$ cat src/rtl/dpw_pkg.sv
// shared types, widths and constants for the depth pixel to world point block
`default_nettype none

package dpw_pkg;

  localparam int PIXEL_INDEX_BITS = 10;

  localparam int DEPTH_W = 16;
  localparam int INV_W = 20;
  localparam int CTR_W = 14;
  localparam int ROW_W = 64;
  localparam int COEF_W = 16;
  localparam int OUT_W = 19;
  localparam int CFG_IDX_W = 3;

  localparam int CAM_FRAC = 24;
  localparam int ROT_FRAC = 18;

  localparam int PIX_SCALED_W = PIXEL_INDEX_BITS + 4;
  localparam int OFF_W = ((PIX_SCALED_W > CTR_W) ? PIX_SCALED_W : CTR_W) + 1;
  localparam int PX_W = OFF_W + DEPTH_W + 1;
  localparam int MX_W = PX_W + INV_W + 1;
  localparam int CAM_W = OFF_W + DEPTH_W + INV_W - CAM_FRAC + 1;
  localparam int PROD_W = COEF_W + CAM_W;
  localparam int ACC_W = PROD_W + 2;
  localparam int RES_W = ACC_W - ROT_FRAC;

  localparam int IQ_DEPTH = 4;
  localparam int IQ_PTR_W = $clog2(IQ_DEPTH);
  localparam int OQ_DEPTH = 8;
  localparam int OQ_PTR_W = $clog2(OQ_DEPTH);
  localparam int STAGES = 5;

  localparam logic [INV_W-1:0] RST_INV_FOCAL_X = 20'd45962;
  localparam logic [INV_W-1:0] RST_INV_FOCAL_Y = 20'd45962;
  localparam logic [CTR_W-1:0] RST_CENTER_X = 14'd4096;
  localparam logic [CTR_W-1:0] RST_CENTER_Y = 14'd3392;
  localparam logic [ROW_W-1:0] RST_ROT_ROW_X = 64'h4000_0000_0000_0000;
  localparam logic [ROW_W-1:0] RST_ROT_ROW_Y = 64'h0000_4000_0000_0000;
  localparam logic [ROW_W-1:0] RST_ROT_ROW_Z = 64'h0000_0000_4000_0000;

  typedef enum logic [CFG_IDX_W-1:0] {
    REG_INV_FOCAL_X = 3'd0,
    REG_INV_FOCAL_Y = 3'd1,
    REG_CENTER_X    = 3'd2,
    REG_CENTER_Y    = 3'd3,
    REG_ROT_ROW_X   = 3'd4,
    REG_ROT_ROW_Y   = 3'd5,
    REG_ROT_ROW_Z   = 3'd6
  } cfg_reg_t;

  typedef struct packed {
    logic [INV_W-1:0] inv_focal_x;
    logic [INV_W-1:0] inv_focal_y;
    logic [CTR_W-1:0] center_x;
    logic [CTR_W-1:0] center_y;
    logic [ROW_W-1:0] rot_row_x;
    logic [ROW_W-1:0] rot_row_y;
    logic [ROW_W-1:0] rot_row_z;
  } cfg_t;

  // classified pixel handed from front to back
  typedef struct packed {
    logic ok;
    logic [OFF_W-1:0] off_x;
    logic [OFF_W-1:0] off_y;
    logic [DEPTH_W-1:0] depth;
  } work_t;

  typedef struct packed {
    logic empty;
    work_t head;
  } work_q_t;

endpackage

`default_nettype wire

$ cat src/rtl/dpw_cfg.sv
// configuration register file with write port
`default_nettype none

module dpw_cfg (
  input  wire logic                           clk,
  input  wire logic                           rst,
  input  wire logic                           cfg_we,
  input  wire logic [dpw_pkg::CFG_IDX_W-1:0]  cfg_index,
  input  wire logic [dpw_pkg::ROW_W-1:0]      cfg_data,
  output dpw_pkg::cfg_t                       cfg
);

  always_ff @(posedge clk) begin
    if (rst) begin
      cfg.inv_focal_x <= dpw_pkg::RST_INV_FOCAL_X;
      cfg.inv_focal_y <= dpw_pkg::RST_INV_FOCAL_Y;
      cfg.center_x <= dpw_pkg::RST_CENTER_X;
      cfg.center_y <= dpw_pkg::RST_CENTER_Y;
      cfg.rot_row_x <= dpw_pkg::RST_ROT_ROW_X;
      cfg.rot_row_y <= dpw_pkg::RST_ROT_ROW_Y;
      cfg.rot_row_z <= dpw_pkg::RST_ROT_ROW_Z;
    end else if (cfg_we) begin
      unique case (dpw_pkg::cfg_reg_t'(cfg_index))
        dpw_pkg::REG_INV_FOCAL_X: cfg.inv_focal_x <= cfg_data[dpw_pkg::INV_W-1:0];
        dpw_pkg::REG_INV_FOCAL_Y: cfg.inv_focal_y <= cfg_data[dpw_pkg::INV_W-1:0];
        dpw_pkg::REG_CENTER_X:    cfg.center_x <= cfg_data[dpw_pkg::CTR_W-1:0];
        dpw_pkg::REG_CENTER_Y:    cfg.center_y <= cfg_data[dpw_pkg::CTR_W-1:0];
        dpw_pkg::REG_ROT_ROW_X:   cfg.rot_row_x <= cfg_data;
        dpw_pkg::REG_ROT_ROW_Y:   cfg.rot_row_y <= cfg_data;
        dpw_pkg::REG_ROT_ROW_Z:   cfg.rot_row_z <= cfg_data;
        default: ;
      endcase
    end
  end

endmodule

`default_nettype wire

$ cat config.mk
export PLATFORM = sky130hd
export DESIGN_NAME = dpw_cfg
export DESIGN_NICKNAME = d
export VERILOG_FILES = /design/src/rtl/dpw_pkg.sv /design/src/rtl/dpw_cfg.sv
export SDC_FILE = /design/constraint.sdc
export NUM_CORES = 1
export LEC_CHECK = 0
export CORE_UTILIZATION = 30
export CTS_CLUSTER_SIZE = 40
export DETAILED_ROUTE_END_ITERATION = 10
export DONT_BUFFER_PORTS = 1
export PLACE_DENSITY = 0.53
export SETUP_SLACK_MARGIN = 0.1
export SLEW_MARGIN = 10
export SYNTH_ARGS = -nofsm -noshare
export SYNTH_HDL_FRONTEND = slang
export SYNTH_SLANG_ARGS = --single-unit
export TNS_END_PERCENT = 20
$ cat constraint.sdc
create_clock -name clk -period 1.1 [get_ports clk]
set_input_delay 0.11 -clock clk [delete_from_list [all_inputs] [get_ports clk]]
set_output_delay 0.11 -clock clk [all_outputs]
set_load 0.02 [all_outputs]
# Yosys cells after proc, flatten, opt, wreduce, memory -nomap -nowiden
# Cells that the tools add are included.
[op_classes] n_eq_ne=6 reduce_logical=8
[ops] cell="$reduce_and A2 Y1" n=7
[ops] cell="$eq A3 B3 Y1 const B" n=3
[ops] cell="$eq A3 B2 Y1 const B" n=2
[ops] cell="$eq A3 B1 Y1 const B" n=1
[ops] cell="$logic_not A3 Y1" n=1
[totals] register_bits=260 inputBits=70 out_inout_bits=260 elab_cells=21

# Depth between registers and ports, before layout
# Gate-level depths: netlist of run 1.
[logic_depth] word_depth=2 mapped_depth=5 depth_no_buf=2

# Least setup slack after synthesis of run 1
# Ideal clock, no wire load.
[synth_path] kind="input port to flip-flop" start="in cfg_index[0] (netlist bit)" end="reg cfg[250] (netlist bit)" arrival_ns=1.016 required_time_ns=0.976 path_slack_ns=-0.040 cell_stages=4 n_path_buf=2 path_cell_list="or4b_4 buf_6 buf_12 mux2i_1"
[synth_via] elab_chain_cells=2
[synth_rtl] item="from (decl)" line_no="dpw_cfg.sv:8" source="input wire logic [dpw_pkg::CFG_IDX_W-1:0] cfg_index,"
[synth_rtl] item="$logic_not A3 Y1" line_no="dpw_cfg.sv:23" source="unique case (dpw_pkg::cfg_reg_t'(cfg_index))"
[synth_rtl] item="$reduce_and A2 Y1 (no source line)"
[synth_rtl] item="to (decl)" line_no="dpw_cfg.sv:10" source="output dpw_pkg::cfg_t cfg"
# No other way between the ends.
# A chain may end at the register's enable or synchronous reset.

# Worst setup path in the final report of run 1
[layout_path] start="reg cfg[245] (netlist bit)" end="out cfg[245] (netlist bit)"
# No word-level cell between the ends.

==> results of run 1 <==
-- cell usage after synthesis --
cell	count
buf_6	6
and4b_2	1
buf_12	1
and4bb_1	1
nand4bb_1	3
buf_2	17
or4b_4	1
buf_4	13
dfxtp_1	260
clkbuf_1	34
nor2_1	38
nor4b_4	1
and4bb_2	1
nand2b_1	300
and4b_1	1
nand4b_1	3
mux2i_1	260
nor4bb_1	1
-- through the flow --
step / setup WS, ps / hold WS (ps)
5_1_grt: -74.0 / -274
4_1_cts: -59.2 / -279
6_report: -22.2 / -265
3_5_place_dp: -26.4 / 293
3_3_place_gp: -16.9 / 273
2_1_floorplan: -40.3 / 271
-- placed cells by master, fill, tap and decap left out, types with 8 or more instances in the layout --
| cell | count |
|---|---|
| nand2b_1 | 300 |
| mux2i_1 | 260 |
| dfxtp_4 | 140 |
| dfxtp_2 | 120 |
| buf_6 | 120 |
| dlygate4sd3_1 | 62 |
| buf_4 | 49 |
| nor2_1 | 38 |
| clkbuf_16 | 29 |
| dlymetal6s4s_1 | 17 |
| clkbuf_8 | 9 |
| buf_12 | 8 |
-- worst min-delay path by stage --
stage                       from       end  slack (ps)  cells past startpoint
floorplan           cfg_data[30]   cfg[30]         270                      2
global placement    cfg_data[30]   cfg[30]         270                      2
detailed placement  cfg_data[62]  cfg[190]         290                      2
CTS                          rst  cfg[233]        -280                      2
global route                 rst  cfg[229]        -270                      2
finish                       rst  cfg[230]        -260                      2
-- cell families after synthesis --
| family | synth area share (%) |
|---|---|
| and+or+nand+nor | 20.9 |
| DFF | 50.2 |
| buffers and inverters | 3.83 |
| muxes | 25.1 |
-- power by group --
group / switching (mW) / internal [mW]
Clock: 3.93 / 5.89
Combinational: 0.632 / 0.850
Sequential: 0.285 / 9.39
Total: 4.84 / 16.1
-- per-layer routing --
layer | part of all wire, % | track usage (%)
met5 | 0.046 | 0
met2 | 46 | 25.6
met3 | 8.9 | 5.88
met1 | 42 | 18.2
met4 | 2.3 | 4.25
-- area by class of cell --
type / instances / share of cell area, %
Sequential cell: 260 / 39.4
Clock buffer: 42 / 5.80
Multi-Input combinational cell: 611 / 32.0
Timing Repair Buffer: 256 / 18.2
Tap cell: 448 / 3.76
Clock inverter: 11 / 0.772
-- what timing repair did --
item | in CTS | in global routing
setup buffers | 12 | 19
hold endpoints to repair | 260 | 260
gates resized for setup | 519 | 18
hold buffers | 73 | 6
endpoints found under the setup margin | 260 | 295
==> metrics.txt, run 1 <==
Post-Syn Area about 10,000 µm²; CTS sink count 260; CTS Buffer Depth 3; CP max-delay cell dfxtp_2; minimum clock period 1120 ps; worst vdd ir 0.998 mV; footprint of the multi-input gates ~4800 µm²; # setup viols final 63; Buf+Inv Stages, Crit Path 1; Slew HR 66.7%; Clock transition at path regs 70 ps; Finished Layout Cells 1,628; grt ovf 0; die height between 150 and 200 µm; CP startpoint kind flip-flop; Regs by FF count cfg (260); sequential cell area between 5000 and 6000 µm²; violated checks hold timing, setup timing; Worst Max-Slew Pin Slew between 400 and 500 ps; reg2reg setup slack 360 ps; CP delay by family, top flip-flops; Worst Hold Slack -265 ps; root buffer cell clkbuf_16; CP startpoint cfg[245]; status complete, but fails checks; Largest Register cfg; arrival time at the worst endpoint 1010 ps; setup TNS -454 ps; CP peak stage delay 340 ps; final hold viol count 253; Setup crit end kind output port; Syn Area/Cell around 11 µm²; max-cap check violation count 0; Critical R2R Launch cfg[110]; final worst slack -22.2 ps; H-tree depth 1; n_diodes 0; CP Depth 1; RSZ-0062 raised after global routing yes; Total Power ~21 mW; Critical Path End cfg[245]; vias in the first global route 7,515; Worst Path Required 990 ps; Leak roughly 6.7 nW; number of flip-flops in the largest register 260; share of cells above drive strength 1 41.6%; total CTS buffers 29; Worst Hold Class in2reg; cell taking the most area after synthesis dfxtp_1; WL per Instance 17.5 µm; CTS tree built; DR vias/cell 4.46; DP HPWL 17,700 µm; CP Class reg2out; Worst Reg-to-Reg Cells 3; Seq cells post-synth 260; Design Area, Final 14,900 µm²; die area roughly 35,000 µm²; Area after DPL roughly 12,000 µm²; Yosys Warn Count 0; residual DRC count 0; worst skew pair latency 550 ps; Final Cycle Share 102%; sequential fraction of the synthesis area 50.2%; Starting Density 30.7%; global-route wire length before repair around 43,000 µm; row count 67; drt pass-1 iters 4; Top Ports 330; Gate Count Post-Synth 942; layout net count 1,228; CORE AREA between 30,000 and 40,000 µm²; Synth cell types 18; initial antenna violation count 1; Iteration-0 DRC Markers roughly 240; fin util around 44%; skew final 0 ps; synthesis-to-layout area growth 43.7%; IO buf count 0; pin count of the biggest net entering global routing 339; GP Congestion 0.754; die width 188 µm; Fmax achieved 0.891 GHz; gr usage total 15.3%; Placed Instances 1,465; Yosys top cell area share 50.2%; # fillers 3,214; Total Wirelength 28,500 µm; Antenna Violating Nets Remaining 0; Area contributors post-synth dfxtp_1 50%, mux2i_1 25%, nand2b_1 18%, nor2_1 1.4%, clkbuf_1 1.2%; CP Max Fanout 2; syn nets 1,012; Power Density between 1000 and 1500 nW/µm²; routed vias 7,268; crit-path cells buf_6; Max Transition Viols Final 0; worst r2r dst cfg[110]
Power figures use the tool's default switching activity.
==> run 2: changes to the inputs <==
--- a/config.mk
+++ b/config.mk
@@ -5,11 +5,15 @@
 export SDC_FILE = /design/constraint.sdc
 export NUM_CORES = 1
 export LEC_CHECK = 0
+export CELL_PAD_IN_SITES_DETAIL_PLACEMENT = 0
+export CELL_PAD_IN_SITES_GLOBAL_PLACEMENT = 1
 export CORE_UTILIZATION = 30
+export CTS_CLUSTER_DIAMETER = 60
 export CTS_CLUSTER_SIZE = 40
 export DETAILED_ROUTE_END_ITERATION = 10
 export DONT_BUFFER_PORTS = 1
-export PLACE_DENSITY = 0.53
+export MAX_ROUTING_LAYER = met4
+export PLACE_DENSITY = 0.63
 export SETUP_SLACK_MARGIN = 0.1
 export SLEW_MARGIN = 10
 export SYNTH_ARGS = -nofsm -noshare
==> run 2 against run 1 <==
Compared with the run above:
- the flow still finishes with violations (hold timing, setup timing)
- die area stayed put
- first-iteration DRC count increased by 3.3%
- clock power is 2% higher
- final cell count did not move
- critical path depth unchanged
- sequential power barely moved
- sequential share of layout area down 0.29 points
- largest power group unchanged
==> metrics.txt, run 2 (synthesized netlist as in run 1, its figures left out) <==
total CTS buffers 27 (-6.9%); Total Wirelength 28,300 µm (-0.54%); RSZ-0062 raised after global routing yes; Largest Register cfg; Buf+Inv Stages, Crit Path 1 (unchanged); Slew HR 71.0% (+4.3 points); Regs by FF count cfg (260); # fillers 3,132 (-2.6%); Final Cycle Share 105% (+2.5 points); H-tree depth 1 (unchanged); setup TNS -2070 ps (-1620 ps); row count 67 (unchanged); final worst slack -50.3 ps (-28.0 ps); routed vias 7,260 (-0.11%); final hold viol count 187 (-26%); footprint of the multi-input gates 4780 µm² (unchanged); vias in the first global route 7,491 (-0.32%); WL per Instance 17.4 µm (-0.54%); status complete, but fails checks; CP Class reg2out; Leak 6.68 nW (about the same); CP max-delay cell dfxtp_2; initial antenna violation count 0 (-1); share of cells above drive strength 1 42.3% (+0.68 points); number of flip-flops in the largest register 260 (unchanged); CP Max Fanout 2 (unchanged); Area after DPL 11,900 µm² (+1.1%); worst vdd ir 1.06 mV (+6.0%); worst skew pair latency 550 ps (about the same); Worst Hold Class in2reg; CORE AREA 33,800 µm² (unchanged); Iteration-0 DRC Markers 250 (+3.3%); die area 35,300 µm² (unchanged); Starting Density 30.7% (unchanged); Max Transition Viols Final 0 (unchanged); root buffer cell clkbuf_16; Power Density 1420 nW/µm² (+0.81%); crit-path cells buf_6; commonest non-fill, non-tap cells in the layout 300 x nand2b_1, 260 x mux2i_1, 136 x dfxtp_2, 136 x buf_6, 124 x dfxtp_4; Worst Hold Slack -277 ps (-12.1 ps); minimum clock period 1150 ps (+28.0 ps); Setup crit end kind output port; layout net count 1,229 (+0.081%); Fmax achieved 0.869 GHz (-2.4%); max-cap check violation count 0 (unchanged); arrival time at the worst endpoint 1040 ps (+30 ps); die height 188 µm (unchanged); DR vias/cell 4.46 (-0.11%); Antenna Violating Nets Remaining 0 (unchanged); drt pass-1 iters 4 (unchanged); global-route wire length before repair 43,300 µm (-0.27%); CTS sink count 260 (unchanged); Worst Max-Slew Pin Slew 435 ps (-64.7 ps); Worst Path Required 990 ps (about the same); CTS Buffer Depth 3 (unchanged); CP peak stage delay 360 ps (+20 ps); CTS tree built; Top Ports 330 (unchanged); Design Area, Final 14,900 µm² (about the same); gr usage total 15.8% (+0.50 points); violated checks hold timing, setup timing; die width 188 µm (unchanged); skew final 0 ps (unchanged); Clock transition at path regs 80 ps (about the same); CP delay by family, top flip-flops; sequential cell area 5840 µm² (-0.68%); grt ovf 0 (unchanged); pin count of the biggest net entering global routing 339 (unchanged); residual DRC count 0 (unchanged); # setup viols final 112 (+78%); CP startpoint kind flip-flop; IO buf count 0 (unchanged); GP Congestion 0.751 (-0.44%); most common cell after layout, fill and taps aside nand2b_1; synthesis-to-layout area growth 43.8% (about the same); DP HPWL 18,300 µm (+3.3%); n_diodes 0 (unchanged)
==> run 2: cell count changes in the layout (fill, tap and decap cells not counted), sizes merged <==
cell / change
buf: +8
clkbuf: -14
clkinvlp: -4
dlymetal6s4s: -4
inv: +16
bufinv: -1
dlygate4sd3: -1
==> run 2: final cells by class <==
type / count / share of cell area (%)
clock buffer: 28 / 4.55
clock inverter: 22 / 2.01
multi-input combinational: 611 / 32.0
sequential: 260 / 39.1
tap: 448 / 3.76
timing repair buffer: 259 / 18.5
==> run 2: repair_timing <==
item / in CTS / in global routing
gates resized for setup: 520 / 13
gates cloned: 0 / 0
hold buffers: 56 / 18
setup buffers: 11 / 9
hold endpoints to repair: 260 / 260
pin swaps: 0 / 2
endpoints found under the setup margin: 260 / 288
==> run 2: where the power goes <==
part           internal (mW)  switching, mW  leakage (nW)
logic                  0.852          0.646          3.96
clock network           5.19           4.79         0.478
registers               9.40          0.270          2.25
total                   15.4           5.71          6.68
==> run 2: path summary, 6_finish.rpt <==
kind / startpoint / end / slack (ps) / depth (start not counted)
max: cfg[76] / cfg[76] / -50 / 1
min reg2reg: cfg[230] / cfg[230] / 480 / 2
max reg2reg: cfg[227] / cfg[227] / 400 / 2
min: rst / cfg[76] / -280 / 2
==> run 2: through the flow <==
step           instances  power (mW)  utilization [%]  worst slack (ps)  hold slack (ps)
4_1_cts             1601        21.4             43.3             -82.7             -302
6_report            1628        21.2             44.2             -50.3             -277
3_5_place_dp        1484        11.3             35.1             -37.1              283
5_1_grt             1628        21.9             44.2             -94.2             -315
3_3_place_gp        1484        11.3             35.1             -18.9              274
2_1_floorplan        942        11.0                -             -40.3              271
==> run 2: per-layer routing <==
| metal | vias to the layer above | GRT usage [%] | share of wire (%) |
|---|---|---|---|
| li1 | 3550 | - | - |
| met3 | 45 | 5.00 | 7.5 |
| met4 | 0 | 4.16 | 2.4 |
| met2 | 219 | 26.1 | 48 |
| met5 | - | - | 0 |
| met1 | 3446 | 18.5 | 42 |
