<file path="src/rtl/dpw_pkg.sv">
// shared types, widths and constants for the depth pixel to world point block
`default_nettype none

package dpw_pkg;

  localparam int PIXEL_INDEX_BITS = 10;

  localparam int DEPTH_W = 16;
  localparam int INV_W = 20;
  localparam int CTR_W = 14;
  localparam int ROW_W = 64;
  localparam int COEF_W = 16;
  localparam int OUT_W = 19;
  localparam int CFG_IDX_W = 3;

  localparam int CAM_FRAC = 24;
  localparam int ROT_FRAC = 18;

  localparam int PIX_SCALED_W = PIXEL_INDEX_BITS + 4;
  localparam int OFF_W = ((PIX_SCALED_W > CTR_W) ? PIX_SCALED_W : CTR_W) + 1;
  localparam int PX_W = OFF_W + DEPTH_W + 1;
  localparam int MX_W = PX_W + INV_W + 1;
  localparam int CAM_W = OFF_W + DEPTH_W + INV_W - CAM_FRAC + 1;
  localparam int PROD_W = COEF_W + CAM_W;
  localparam int ACC_W = PROD_W + 2;
  localparam int RES_W = ACC_W - ROT_FRAC;

  localparam int IQ_DEPTH = 4;
  localparam int IQ_PTR_W = $clog2(IQ_DEPTH);
  localparam int OQ_DEPTH = 8;
  localparam int OQ_PTR_W = $clog2(OQ_DEPTH);
  localparam int STAGES = 5;

  localparam logic [INV_W-1:0] RST_INV_FOCAL_X = 20'd45962;
  localparam logic [INV_W-1:0] RST_INV_FOCAL_Y = 20'd45962;
  localparam logic [CTR_W-1:0] RST_CENTER_X = 14'd4096;
  localparam logic [CTR_W-1:0] RST_CENTER_Y = 14'd3392;
  localparam logic [ROW_W-1:0] RST_ROT_ROW_X = 64'h4000_0000_0000_0000;
  localparam logic [ROW_W-1:0] RST_ROT_ROW_Y = 64'h0000_4000_0000_0000;
  localparam logic [ROW_W-1:0] RST_ROT_ROW_Z = 64'h0000_0000_4000_0000;

  typedef enum logic [CFG_IDX_W-1:0] {
    REG_INV_FOCAL_X = 3'd0,
    REG_INV_FOCAL_Y = 3'd1,
    REG_CENTER_X    = 3'd2,
    REG_CENTER_Y    = 3'd3,
    REG_ROT_ROW_X   = 3'd4,
    REG_ROT_ROW_Y   = 3'd5,
    REG_ROT_ROW_Z   = 3'd6
  } cfg_reg_t;

  typedef struct packed {
    logic [INV_W-1:0] inv_focal_x;
    logic [INV_W-1:0] inv_focal_y;
    logic [CTR_W-1:0] center_x;
    logic [CTR_W-1:0] center_y;
    logic [ROW_W-1:0] rot_row_x;
    logic [ROW_W-1:0] rot_row_y;
    logic [ROW_W-1:0] rot_row_z;
  } cfg_t;

  // classified pixel handed from front to back
  typedef struct packed {
    logic ok;
    logic [OFF_W-1:0] off_x;
    logic [OFF_W-1:0] off_y;
    logic [DEPTH_W-1:0] depth;
  } work_t;

  typedef struct packed {
    logic empty;
    work_t head;
  } work_q_t;

endpackage

`default_nettype wire

</file>
<file path="src/rtl/dpw_front.sv">
// intake: classifies pixels, forms centered offsets and queues them for the back end
`default_nettype none

module dpw_front (
  input  wire logic                                 clk,
  input  wire logic                                 rst,
  input  wire dpw_pkg::cfg_t                        cfg,
  input  wire logic                                 push,
  output logic                                      full,
  input  wire logic [dpw_pkg::PIXEL_INDEX_BITS-1:0] column,
  input  wire logic [dpw_pkg::PIXEL_INDEX_BITS-1:0] row,
  input  wire logic [dpw_pkg::DEPTH_W-1:0]          depth_mm,
  input  wire logic                                 take,
  output dpw_pkg::work_q_t                          work_q
);

  dpw_pkg::work_t mem [dpw_pkg::IQ_DEPTH];
  logic [dpw_pkg::IQ_PTR_W-1:0] wr_ptr;
  logic [dpw_pkg::IQ_PTR_W-1:0] rd_ptr;
  logic [dpw_pkg::IQ_PTR_W:0] count;
  logic wr_en;
  logic rd_en;
  dpw_pkg::work_t item;

  always_comb begin
    item.ok = (depth_mm != '0);
    item.off_x = dpw_pkg::OFF_W'({column, 4'b0000}) - dpw_pkg::OFF_W'(cfg.center_x);
    item.off_y = dpw_pkg::OFF_W'({row, 4'b0000}) - dpw_pkg::OFF_W'(cfg.center_y);
    item.depth = depth_mm;
  end

  assign full = (count == (dpw_pkg::IQ_PTR_W + 1)'(dpw_pkg::IQ_DEPTH));
  assign wr_en = push && !full;
  assign rd_en = take && (count != '0);
  assign work_q.empty = (count == '0);
  assign work_q.head = mem[rd_ptr];

  always_ff @(posedge clk) begin
    if (wr_en) begin
      mem[wr_ptr] <= item;
    end
  end

  always_ff @(posedge clk) begin
    if (rst) begin
      wr_ptr <= '0;
      rd_ptr <= '0;
      count <= '0;
    end else begin
      if (wr_en) begin
        wr_ptr <= wr_ptr + 1'b1;
      end
      if (rd_en) begin
        rd_ptr <= rd_ptr + 1'b1;
      end
      if (wr_en && !rd_en) begin
        count <= count + 1'b1;
      end else if (rd_en && !wr_en) begin
        count <= count - 1'b1;
      end
    end
  end

endmodule

`default_nettype wire

</file>
<file path="config.mk">
export PLATFORM = sky130hd
export DESIGN_NAME = dpw_front
export DESIGN_NICKNAME = d
export VERILOG_FILES = /design/src/rtl/dpw_pkg.sv /design/src/rtl/dpw_front.sv
export SDC_FILE = /design/constraint.sdc
export NUM_CORES = 1
export LEC_CHECK = 0
export BUFFER_PORTS_ARGS = -buffer_cell sky130_fd_sc_hd__buf_2
export CORE_ASPECT_RATIO = 1.1
export CORE_MARGIN = 5
export CORE_UTILIZATION = 52
export CTS_BUF_LIST = sky130_fd_sc_hd__clkbuf_8
export CTS_CLUSTER_SIZE = 30
export DETAILED_ROUTE_END_ITERATION = 12
export PLACE_DENSITY = 0.85
export SLEW_MARGIN = 20
export SYNTH_ARGS = -nofsm -noshare
export SYNTH_HDL_FRONTEND = slang
export SYNTH_SLANG_ARGS = --single-unit
</file>
<file path="constraint.sdc">
create_clock -name clk -period 5.2 [get_ports clk]
set_clock_uncertainty 0.05 [all_clocks]
set_input_delay 0.78 -clock clk [delete_from_list [all_inputs] [get_ports clk]]
set_output_delay 0.78 -clock clk [all_outputs]
set_load 0.005 [all_outputs]
</file>
== Word-level counts from Yosys, hierarchy flattened ==
Memory sizes are Yosys's and may differ from the RTL's. A register that Yosys moved wholly into a read port is not among the register bits.
Cells that the tools add are included.

* Equal/unequal tests: 1
* Add/subtract/negate cells: 6
* Muxes and demuxes: 6
* Reduce and logical (&&, ||, !) cells: 11

{| class="wikitable"
|+ Operators with widths
! kind !! number
|-
| 14-bit by 14-bit subtractor with 15-bit output || 2
|-
| 16-bit nonzero test || 1
|-
| 3-bit 2-to-1 mux || 2
|-
| 2-bit by 1-bit adder with 2-bit output, second input constant || 2
|-
| 1-bit logical AND || 4
|-
| 2-bit 2-to-1 mux || 2
|-
| 3-bit by 1-bit adder with 3-bit output, second input constant || 1
|-
| 3-bit == test, second input constant || 1
|-
| 1-bit zero test || 3
|-
| 3-bit zero test || 1
|-
| 3-bit nonzero test || 1
|-
| 3-bit by 1-bit subtractor with 3-bit output, second input constant || 1
|-
| 1-bit 2-to-1 mux || 2
|-
| 2-bit nonzero test || 1
|}

* Register bits: 7
* Memories kept: 1
* Input bits: 300
* Logic and storage cells: 28
* Output and inout port bits: 49
* RAM bits: 188

{| class="wikitable"
|+ Memories
! name !! depth !! bits a word !! rd ports !! clocked after Yosys merged registers in !! wr ports !! RTL line !! RTL
|-
| mem || 4 || 47 || 1 || 1 || 1 || dpw_front.sv:17 || <nowiki>dpw_pkg::work_t mem [dpw_pkg::IQ_DEPTH];</nowiki>
|}

== Depth between registers and ports, before layout ==
Gate-level depths: netlist (run 1).

* Depth after elaboration: 7
* Gate-level depth with buffers: 9
* Mapped depth without buffers: 8

== Worst setup path before layout (run 1) ==
No wires, ideal clock.

* Path kind: input -> register
* Start: in push
* End: mem mem[0][0] in the netlist's numbering (enable)
* Arrival: 2.288 ns
* Stages on the path: 3
* Buffers on the path: 1
* Library setup time: 0.409 ns
* Setup slack: 2.453 ns
* Data required time: 4.741 ns
* Cell sequence: nor2b_1 clkbuf_1 and2_1

* Longest elaborated chain between the ends: 3

{| class="wikitable"
|+ Ends and longest elaborated chain
! item !! RTL line !! RTL
|-
| start, declared || dpw_front.sv:8 || <nowiki>input wire logic push,</nowiki>
|-
| 1-bit logical AND || dpw_front.sv:33 || <nowiki>assign wr_en = push && !full;</nowiki>
|-
| net wr_en || dpw_front.sv:21 || <nowiki>logic wr_en;</nowiki>
|-
| 1-bit 2-to-1 mux || dpw_front.sv:39 || <nowiki>if (wr_en) begin</nowiki>
|-
| 1-bit 2-to-1 mux (implied by the code) || dpw_front.sv:40 || <nowiki>mem[wr_ptr] <= item;</nowiki>
|-
| end, declared || dpw_front.sv:17 ||
|}

The timed path passes the listed nets, and every way through them passes these cells.

==> flow_summary.toml, run 1 <==
[critical_path]
timing.critical_path.buf_inv = 1
crit_required_ps = 4370
crit_chain = "mux4_2 -> buf_2"
startpoint_type = "flip-flop"
cp.arrival_ps = 2260
end_kind = "output port"
slowest_stage = "dfxtp_4"
worstSetupPathType = "flip-flop to output port"
crit_family = "flip-flops"
crit_fanout = 47
max_stage_delay_ps = 960

[synth]
synth_top_area_share_pct = 67.33
synthesis.area_sq_mm = 0.008384
synth_seq_cells = 197
synth_edf_count = 188
syn_inst = 469
ys.flop_type = "edfxtp_1"
netlist_top_cells_area = "edfxtp_1, mux4_2, ha_1, dfxtp_1, xnor2_1"
synth-seq-area-share_pct = 69.48
synthDistinctLibCells = 46
yosysWarnings = 0
yosysMostFrequentCell = "edfxtp_1"
syn_nets = 797
async_flop_share_pct = 0
avgSynthCellArea_sq_um = 17.88
synth_common_cells = "edfxtp_1, mux4_2, inv_1, ha_1, nor2_1"
yosysTopAreaCell = "edfxtp_1"

[global_route]
antenna_found_initial = 5
grt_overflow = 0
grtUsageMet3_pct = 10.06
gr-usage-met1_pct = 22.41
grt_use_total_pct = 19.00
grt_util_met2_pct = 30.51
grt-busiest-layer = "met2"
grt_pass1_wl_um = 26190
grt_max_degree = 48
grt_pass1_vias = 4870

[clock_tree]
cts_tree = "yes"
numCtsBuffers = 17
postCtsSetupRepairBufs = 0
post_cts_resized = 0
cts_hold_buffers = 0
htree_num_levels = 4
clk-insertion-delay-late_ps = 460
cts.sinks = 197
clock-root-buffer = "clkbuf_8"
path_clk_slew_ps = 100
clk_path_buf_depth = 2

[floorplanning]
fp.coreArea_sq_mm = 0.01580
ios = 349
die_w_um = 131.1
fp.dieArea_sq_mm = 0.01877
rows = 48
initial_core_util_pct = 53.08
dieHeight_um = 143.2

[sta]
min_period_ps = 3092
hold_slack_ps = 473.2
max_freq_ghz = 0.3234
finalHoldViolCount = 0
slew_viol_final = 0
fin_setup_tns_ps = 0
rsz0062_at_grt = "false"
finalCritPeriodShare_pct = 59.47
slew-limit-headroom_pct = 36.89
setup_violations = 0
worst_slew_pin_slew_ps = 946.6

[pwr]
vdd_drop_max_v = 0.0004381
p_leak_nw = 3.410
powerDensity_mw_per_mm2 = 427.8
total_power_w = 0.004096

[status]
status = "completed"

[layout]
nFillCells = 1113
final_core_util_pct = 60.62
layout-drive-gt1-share_pct = 34.21
fin_nets = 923
synthToLayoutAreaGrowth_pct = 14.21
fin_area_sq_mm = 0.009575

[detailed_routing]
wire_per_inst_um = 20.92
num_vias = 4691
vias_per_cell = 5.799
drtIter0Drc = 303
post-route-drc-count = 0
firstDrtPassIters = 5
wl_um = 16930
antenna_left = 0

[place]
dp_hpwl_um = 11920
placed_cell_area_sq_mm = 0.009200
port_buffers = 116
place.gp.congestion = 0.9157

[run]
drv_cap = 0

[hold_path]
holdCritPathClass = "flip-flop to flip-flop"
-- stage by stage --
stage | instances | setup WS, ps
2_1_floorplan | 469 | 2453
3_3_place_gp | 776 | 2390
3_5_place_dp | 776 | 2297
4_1_cts | 808 | 1995
5_1_grt | 809 | 1878
6_report | 809 | 2108
-- layer usage --
| metal | routed length [um] | share of wire, % |
|---|---|---|
| met1 | 6115 | 36 |
| met2 | 8457 | 50 |
| met3 | 1980 | 12 |
| met4 | 325 | 1.9 |
| met5 | 48 | 0.28 |
-- sequential cells by signal, summed over array words and instances (netlist names), named ones only --
register  flops
mem         188
count         3
rd_ptr        2
wr_ptr        2
-- report_power, final --
| part | total (W) | internal (W) | switching [W] |
|---|---|---|---|
| clock | 0.000927 | 0.000391 | 0.000536 |
| combinational | 0.00104 | 0.000529 | 0.000510 |
| sequential | 0.00213 | 0.00198 | 0.000147 |
-- cell usage in the layout (no fill, tap or decap), types with 2 or more instances in the layout --
cell type / Yosys / routed
nor2b_1: 3 / 3
dfxtp_1: 9 / 7
nand2b_1: 6 / 6
o211ai_1: 2 / 2
and2_2: 0 / 4
inv_1: 31 / 31
xnor2_1: 16 / 16
a21oi_2: 2 / 2
nor2_1: 19 / 19
inv_6: 0 / 7
o2111ai_1: 2 / 2
buf_4: 1 / 5
ha_1: 27 / 27
edfxtp_1: 188 / 188
a21oi_1: 18 / 18
a211o_1: 2 / 2
mux4_2: 47 / 47
nand2_1: 12 / 12
nand4_1: 3 / 3
o21ai_0: 8 / 8
nand3_1: 5 / 5
nor3b_1: 2 / 2
nor4_1: 4 / 4
inv_8: 0 / 2
a31oi_1: 5 / 5
o311ai_0: 2 / 2
clkinv_1: 0 / 2
clkinv_2: 0 / 2
nor3_1: 4 / 4
buf_2: 5 / 116
a21o_1: 4 / 4
o31ai_1: 3 / 3
o21a_1: 3 / 3
or3_1: 2 / 2
mux2i_1: 2 / 2
xor2_1: 7 / 7
clkbuf_8: 0 / 17
o31a_1: 2 / 2
-- cells by family after synthesis --
kind of cell             after synthesis  synth area share (%)
adder cells (fa/ha/maj)               28                 4.268
AND/OR/NAND/NOR                       70                 4.432
AO/OA/AOI/OAI                         57                 4.418
multiplexers                          49                 12.86
buffers and inverters                 45                 2.134
flip-flops                           197                 69.48
XOR/XNOR                              23                 2.403
-- worst register-to-register path: cells and delay by family (launching register included) --
kind	cells	cell delay, ps
buffers and inverters	1	500
DFF	1	430
and+or+nand+nor	3	1150
-- path summary, 6_finish.rpt --
kind	start	end	slack [ps]	cells after the start
hold / removal	count[2]$_SDFFE_PP0P_	count[2]$_SDFFE_PP0P_	470	2
hold reg to reg	count[2]$_SDFFE_PP0P_	count[2]$_SDFFE_PP0P_	470	2
setup / recovery	flip-flop	work_q[15]	2110	2
setup reg to reg	count[0]$_SDFFE_PP0P_	mem[3][21]$_DFFE_PP_	2730	4
-- layout make-up --
| cell class | count | area [sq um] | area share [%] |
|---|---|---|---|
| clock buffers | 17 | 234.0 | 2.443 |
| repair buffers | 121 | 618.1 | 6.455 |
| inverters | 31 | 116.4 | 1.215 |
| diodes | 1 | 2.502 | 0.02613 |
| flip-flops and latches | 197 | 5831 | 60.89 |
| well taps | 200 | 250.2 | 2.613 |
| clock inverters | 15 | 138.9 | 1.450 |
| multi-input cells | 227 | 2385 | 24.91 |
Note: power is estimated with default switching activity, not from simulation.
==> run 2: changes to the inputs <==
--- a/config.mk
+++ b/config.mk
@@ -8,11 +8,11 @@
 export BUFFER_PORTS_ARGS = -buffer_cell sky130_fd_sc_hd__buf_2
 export CORE_ASPECT_RATIO = 1.1
 export CORE_MARGIN = 5
-export CORE_UTILIZATION = 52
+export CORE_UTILIZATION = 45
 export CTS_BUF_LIST = sky130_fd_sc_hd__clkbuf_8
 export CTS_CLUSTER_SIZE = 30
 export DETAILED_ROUTE_END_ITERATION = 12
-export PLACE_DENSITY = 0.85
+export PLACE_DENSITY = 0.78
 export SLEW_MARGIN = 20
 export SYNTH_ARGS = -nofsm -noshare
 export SYNTH_HDL_FRONTEND = slang
==> constraint.sdc (replaced) <==
create_clock -name clk -period 2.8 [get_ports clk]
set_clock_uncertainty 0.05 [all_clocks]
set_input_delay 0.42 -clock clk [delete_from_list [all_inputs] [get_ports clk]]
set_output_delay 0.42 -clock clk [all_outputs]
set_load 0.005 [all_outputs]
==> flow_summary.toml, run 2 (synthesized netlist as in run 1, its figures left out) <==
[detailed_routing]
wl_um = 16450
vias_per_cell = 5.507
highest_layer = "met5"
wl_met1_um = 6432
firstDrtPassIters = 5
antenna_left = 0
wl_met3_um = 1666
post-route-drc-count = 0
wire_per_inst_um = 19.26
wl_met2_um = 8070
drtIter0Drc = 237
num_vias = 4703

[sta]
fin_setup_tns_ps = 0
finalHoldViolCount = 0
max_freq_ghz = 0.4037
worst_slew_pin_slew_ps = 668.0
setup_violations = 0
finalCritPeriodShare_pct = 88.46
slew-limit-headroom_pct = 54.90
slew_viol_final = 0
rsz0062_at_grt = "false"
min_period_ps = 2477

[floorplanning]
dieHeight_um = 153.2
fp.dieArea_sq_mm = 0.02146
fp.coreArea_sq_mm = 0.01835
die_w_um = 140.1
rows = 52
initial_core_util_pct = 45.70
ios = 349

[place]
place.gp.congestion = 0.9558
dp_hpwl_um = 11130
placed_cell_area_sq_mm = 0.009351
port_buffers = 116

[pwr]
p_leak_nw = 3.451
powerDensity_mw_per_mm2 = 784.4
vdd_drop_max_v = 0.0002975

[clock_tree]
path_clk_slew_ps = 90
clk_path_buf_depth = 2
clock-root-buffer = "clkbuf_8"
cts_tree = "yes"
numCtsBuffers = 17
clk-insertion-delay-late_ps = 440
postCtsSetupRepairBufs = 0
cts.sinks = 197
post_cts_resized = 0
htree_num_levels = 4
cts_hold_buffers = 0

[global_route]
grt_overflow = 0
grt_pass1_vias = 4930
grt_use_total_pct = 15.70
antenna_found_initial = 2
grt_pass1_wl_um = 26190
grt_max_degree = 48

[critical_path]
startpoint_type = "flip-flop"
slowest_stage = "dfxtp_4"
crit_required_ps = 2330
worstSetupPathType = "flip-flop to output port"
crit_family = "flip-flops"
max_stage_delay_ps = 550
crit_chain = "buf_4 -> mux4_2 -> buf_2"
cp.arrival_ps = 2010
end_kind = "output port"
crit_fanout = 14
timing.critical_path.buf_inv = 2

[layout]
fin_area_sq_mm = 0.009726
multi_input_area_sq_mm = 0.002385
largest_reg_flops = 188
reg_top3 = "mem: 188 flops, count: 3 flops"
final_cell_mix = "edfxtp_1, buf_2, mux4_2"
mostFrequentLayoutCell = "edfxtp_1"
synthToLayoutAreaGrowth_pct = 16.00
nFillCells = 1493
layout-drive-gt1-share_pct = 34.21
diodes = 0
final-seq-area_sq_mm = 0.005831
top_register = "mem"
fin_nets = 926

[hold_path]
holdCritPathClass = "input port to flip-flop"

[status]
status = "completed"

[run]
drv_cap = 0
==> run 2: stage by stage <==
| step | util [%] | hold slack [ps] | worst slack, ps | total power, W | instances |
|---|---|---|---|---|---|
| 2_1_floorplan | - | 416.3 | 359.1 | 0.005147 | 469 |
| 3_3_place_gp | 50.97 | 424.3 | 324.0 | 0.005945 | 822 |
| 3_5_place_dp | 50.97 | 477.9 | 223.2 | 0.006036 | 822 |
| 4_1_cts | 53.01 | 127.5 | 250.4 | 0.007717 | 854 |
| 5_1_grt | 53.01 | 131.2 | 168.4 | 0.008046 | 854 |
| 6_report | 53.01 | 165.3 | 323.2 | 0.007629 | 854 |
==> run 2: power by group <==
part | internal (W) | switching [W]
sequential | 0.00368 | 0.000154
clock | 0.000785 | 0.000911
combinational | 0.00105 | 0.00105
total | 0.00551 | 0.00212
==> run 2: path summary, 6_finish.rpt <==
path                                              end  slack [ps]  cells past startpoint                  start
worst max-delay path                       work_q[24]         320                      3              flip-flop
worst min-delay path              mem[2][9]$_DFFE_PP_         170                      1            depth_mm[9]
worst max register to register  count[2]$_SDFFE_PP0P_         550                      8  count[0]$_SDFFE_PP0P_
worst min register to register  count[2]$_SDFFE_PP0P_         490                      2  count[2]$_SDFFE_PP0P_
==> run 2: worst register-to-register path: cells and delay by family, from the launching register on <==
family                   cells  cell delay, ps
AO/OA/AOI/OAI                1             150
XOR/XNOR                     1             180
adder cells (fa/ha/maj)      2             560
buffers and inverters        1              60
flip-flops                   1             370
AND/OR/NAND/NOR              3             800
==> run 2: cell type report <==
| cell class | count | share of cell area [%] |
|---|---|---|
| Clock buffer | 17 | 2.406 |
| Clock inverter | 15 | 1.441 |
| Inverter | 31 | 1.196 |
| Multi-Input combinational cell | 227 | 24.52 |
| Sequential cell | 197 | 59.95 |
| Tap cell | 243 | 3.126 |
| Timing Repair Buffer | 124 | 7.359 |
==> run 2: routing by layer <==
layer,vias up,track usage [%]
met5,-,0
met4,4,5.168
met3,23,6.438
met2,178,25.62
met1,2373,19.06
li1,2125,-
==> run 3: changes to the inputs <==
--- a/config.mk
+++ b/config.mk
@@ -10,6 +10,7 @@
 export CORE_MARGIN = 5
 export CORE_UTILIZATION = 45
 export CTS_BUF_LIST = sky130_fd_sc_hd__clkbuf_8
+export CTS_CLUSTER_DIAMETER = 200
 export CTS_CLUSTER_SIZE = 30
 export DETAILED_ROUTE_END_ITERATION = 12
 export PLACE_DENSITY = 0.78
==> constraint.sdc (replaced) <==
create_clock -name clk -period 2.8 [get_ports clk]
set_clock_uncertainty 0.05 [all_clocks]
set_input_delay 0.14 -clock clk [delete_from_list [all_inputs] [get_ports clk]]
set_output_delay 0.14 -clock clk [all_outputs]
set_load 0.005 [all_outputs]
==> flow_summary.toml, run 3 (synthesized netlist as in run 1, its figures left out) <==
[clock_tree]
clk_path_buf_depth = 2
cts_tree = "yes"
cts.sinks = 197
clk-insertion-delay-late_ps = 450
numCtsBuffers = 17
post_cts_resized = 0
htree_num_levels = 4
path_clk_slew_ps = 90
clock-root-buffer = "clkbuf_8"

[layout]
top_register = "mem"
synthToLayoutAreaGrowth_pct = 18.42
fin_nets = 945
multi_input_area_sq_mm = 0.002385
final-seq-area_sq_mm = 0.005831
final_cell_mix = "edfxtp_1, buf_2, mux4_2"
layout-drive-gt1-share_pct = 33.33
fin_area_sq_mm = 0.009928
mostFrequentLayoutCell = "edfxtp_1"
largest_reg_flops = 188
reg_top3 = "mem: 188 flops, count: 3 flops"
instances_no_fill = 873
nFillCells = 1447
diodes = 0

[detailed_routing]
post-route-drc-count = 0
wl_um = 16700
antenna_left = 0
drtIter0Drc = 305
firstDrtPassIters = 4
vias_per_cell = 5.480
num_vias = 4784
wire_per_inst_um = 19.13

[global_route]
grt_overflow = 0
antenna_found_initial = 0
grt_use_total_pct = 15.93
grt_pass1_wl_um = 26630
grt_max_degree = 48
grt_pass1_vias = 5008

[pwr]
vdd_drop_max_v = 0.0004242
total_power_w = 0.007726
powerDensity_mw_per_mm2 = 778.1
p_leak_nw = 3.527

[critical_path]
crit_required_ps = 2910
crit_fanout = 7
cp.arrival_ps = 2510
worstSetupPathType = "input port to flip-flop"
r2r_slack_ps = 540
startpoint_type = "input port"
end_kind = "flip-flop"

[sta]
worst_slew_pin_slew_ps = 678.6
min_period_ps = 2406
slew_viol_final = 0
slew-limit-headroom_pct = 54.19
fin_setup_tns_ps = 0
finalHoldViolCount = 0
setup_violations = 0
max_freq_ghz = 0.4156
rsz0062_at_grt = "false"
finalCritPeriodShare_pct = 85.93

[place]
place.gp.congestion = 0.9615
placed_cell_area_sq_mm = 0.009339
dp_cells = 822
dp_hpwl_um = 11230
port_buffers = 116

[floorplanning]
die_w_um = 140.1
initial_core_util_pct = 45.70
fp.dieArea_sq_mm = 0.02146
fp.coreArea_sq_mm = 0.01835
dieHeight_um = 153.2
ios = 349
rows = 52

[run]
drv_cap = 0

[hold_path]
holdCritPathClass = "input port to flip-flop"

[status]
status = "completed"
[run 3: path summary, 6_finish.rpt]
| check | start | to | cells after the start |
|---|---|---|---|
| min reg2reg | count[2]$_SDFFE_PP0P_ | count[2]$_SDFFE_PP0P_ | 2 |
| max reg2reg | count[1]$_SDFFE_PP0P_ | count[2]$_SDFFE_PP0P_ | 8 |
| min | take | flip-flop | 4 |
| max | cfg[192] | mem[3][28]$_DFFE_PP_ | 8 |
[run 3: per-stage QoR]
step                hold WS [ps]  util [%]  setup slack, ps
finish                     48.20     54.11            393.9
global route               28.82     54.11            165.4
CTS                        13.94     54.11            368.5
detailed placement         333.8     50.90            427.6
global placement           323.0     50.90            618.1
floorplan                  188.9         -            359.1
[run 3: cell type report]
cell class	count	area share, %
Sequential cell	197	58.73
Multi-Input combinational cell	227	24.02
Timing Repair Buffer	143	8.998
Tap cell	243	3.062
Clock buffer	17	2.357
Clock inverter	15	1.664
Inverter	31	1.172
[run 3: worst max-delay path, stage by stage]
cell           delay, ps
dlygate4sd3_1        530
buf_2                160
inv_1                 60
ha_1                 200
nand4bb_1            220
a211oi_1             380
o21ai_0              200
o311ai_0             610
[run 3: routing by layer]
metal	wire length, um	up-vias	GRT usage, %
met2	8233	163	25.39
met4	350	0	6.276
met3	1357	25	5.813
met5	0	-	0
met1	6756	2442	19.90
li1	-	2154	-
[run 3: where the power goes]
part           switching, W  internal (W)  leakage (nW)
sequential         0.000191       0.00368          1.79
clock              0.000915      0.000871         0.198
combinational       0.00101       0.00106          1.54
total               0.00212       0.00561          3.53
[run 3: repair_timing]
action | CTS | global route
hold buffers | 19 | 0
buffers inserted | 0 | 0
hold endpoints to repair | 81 | 0
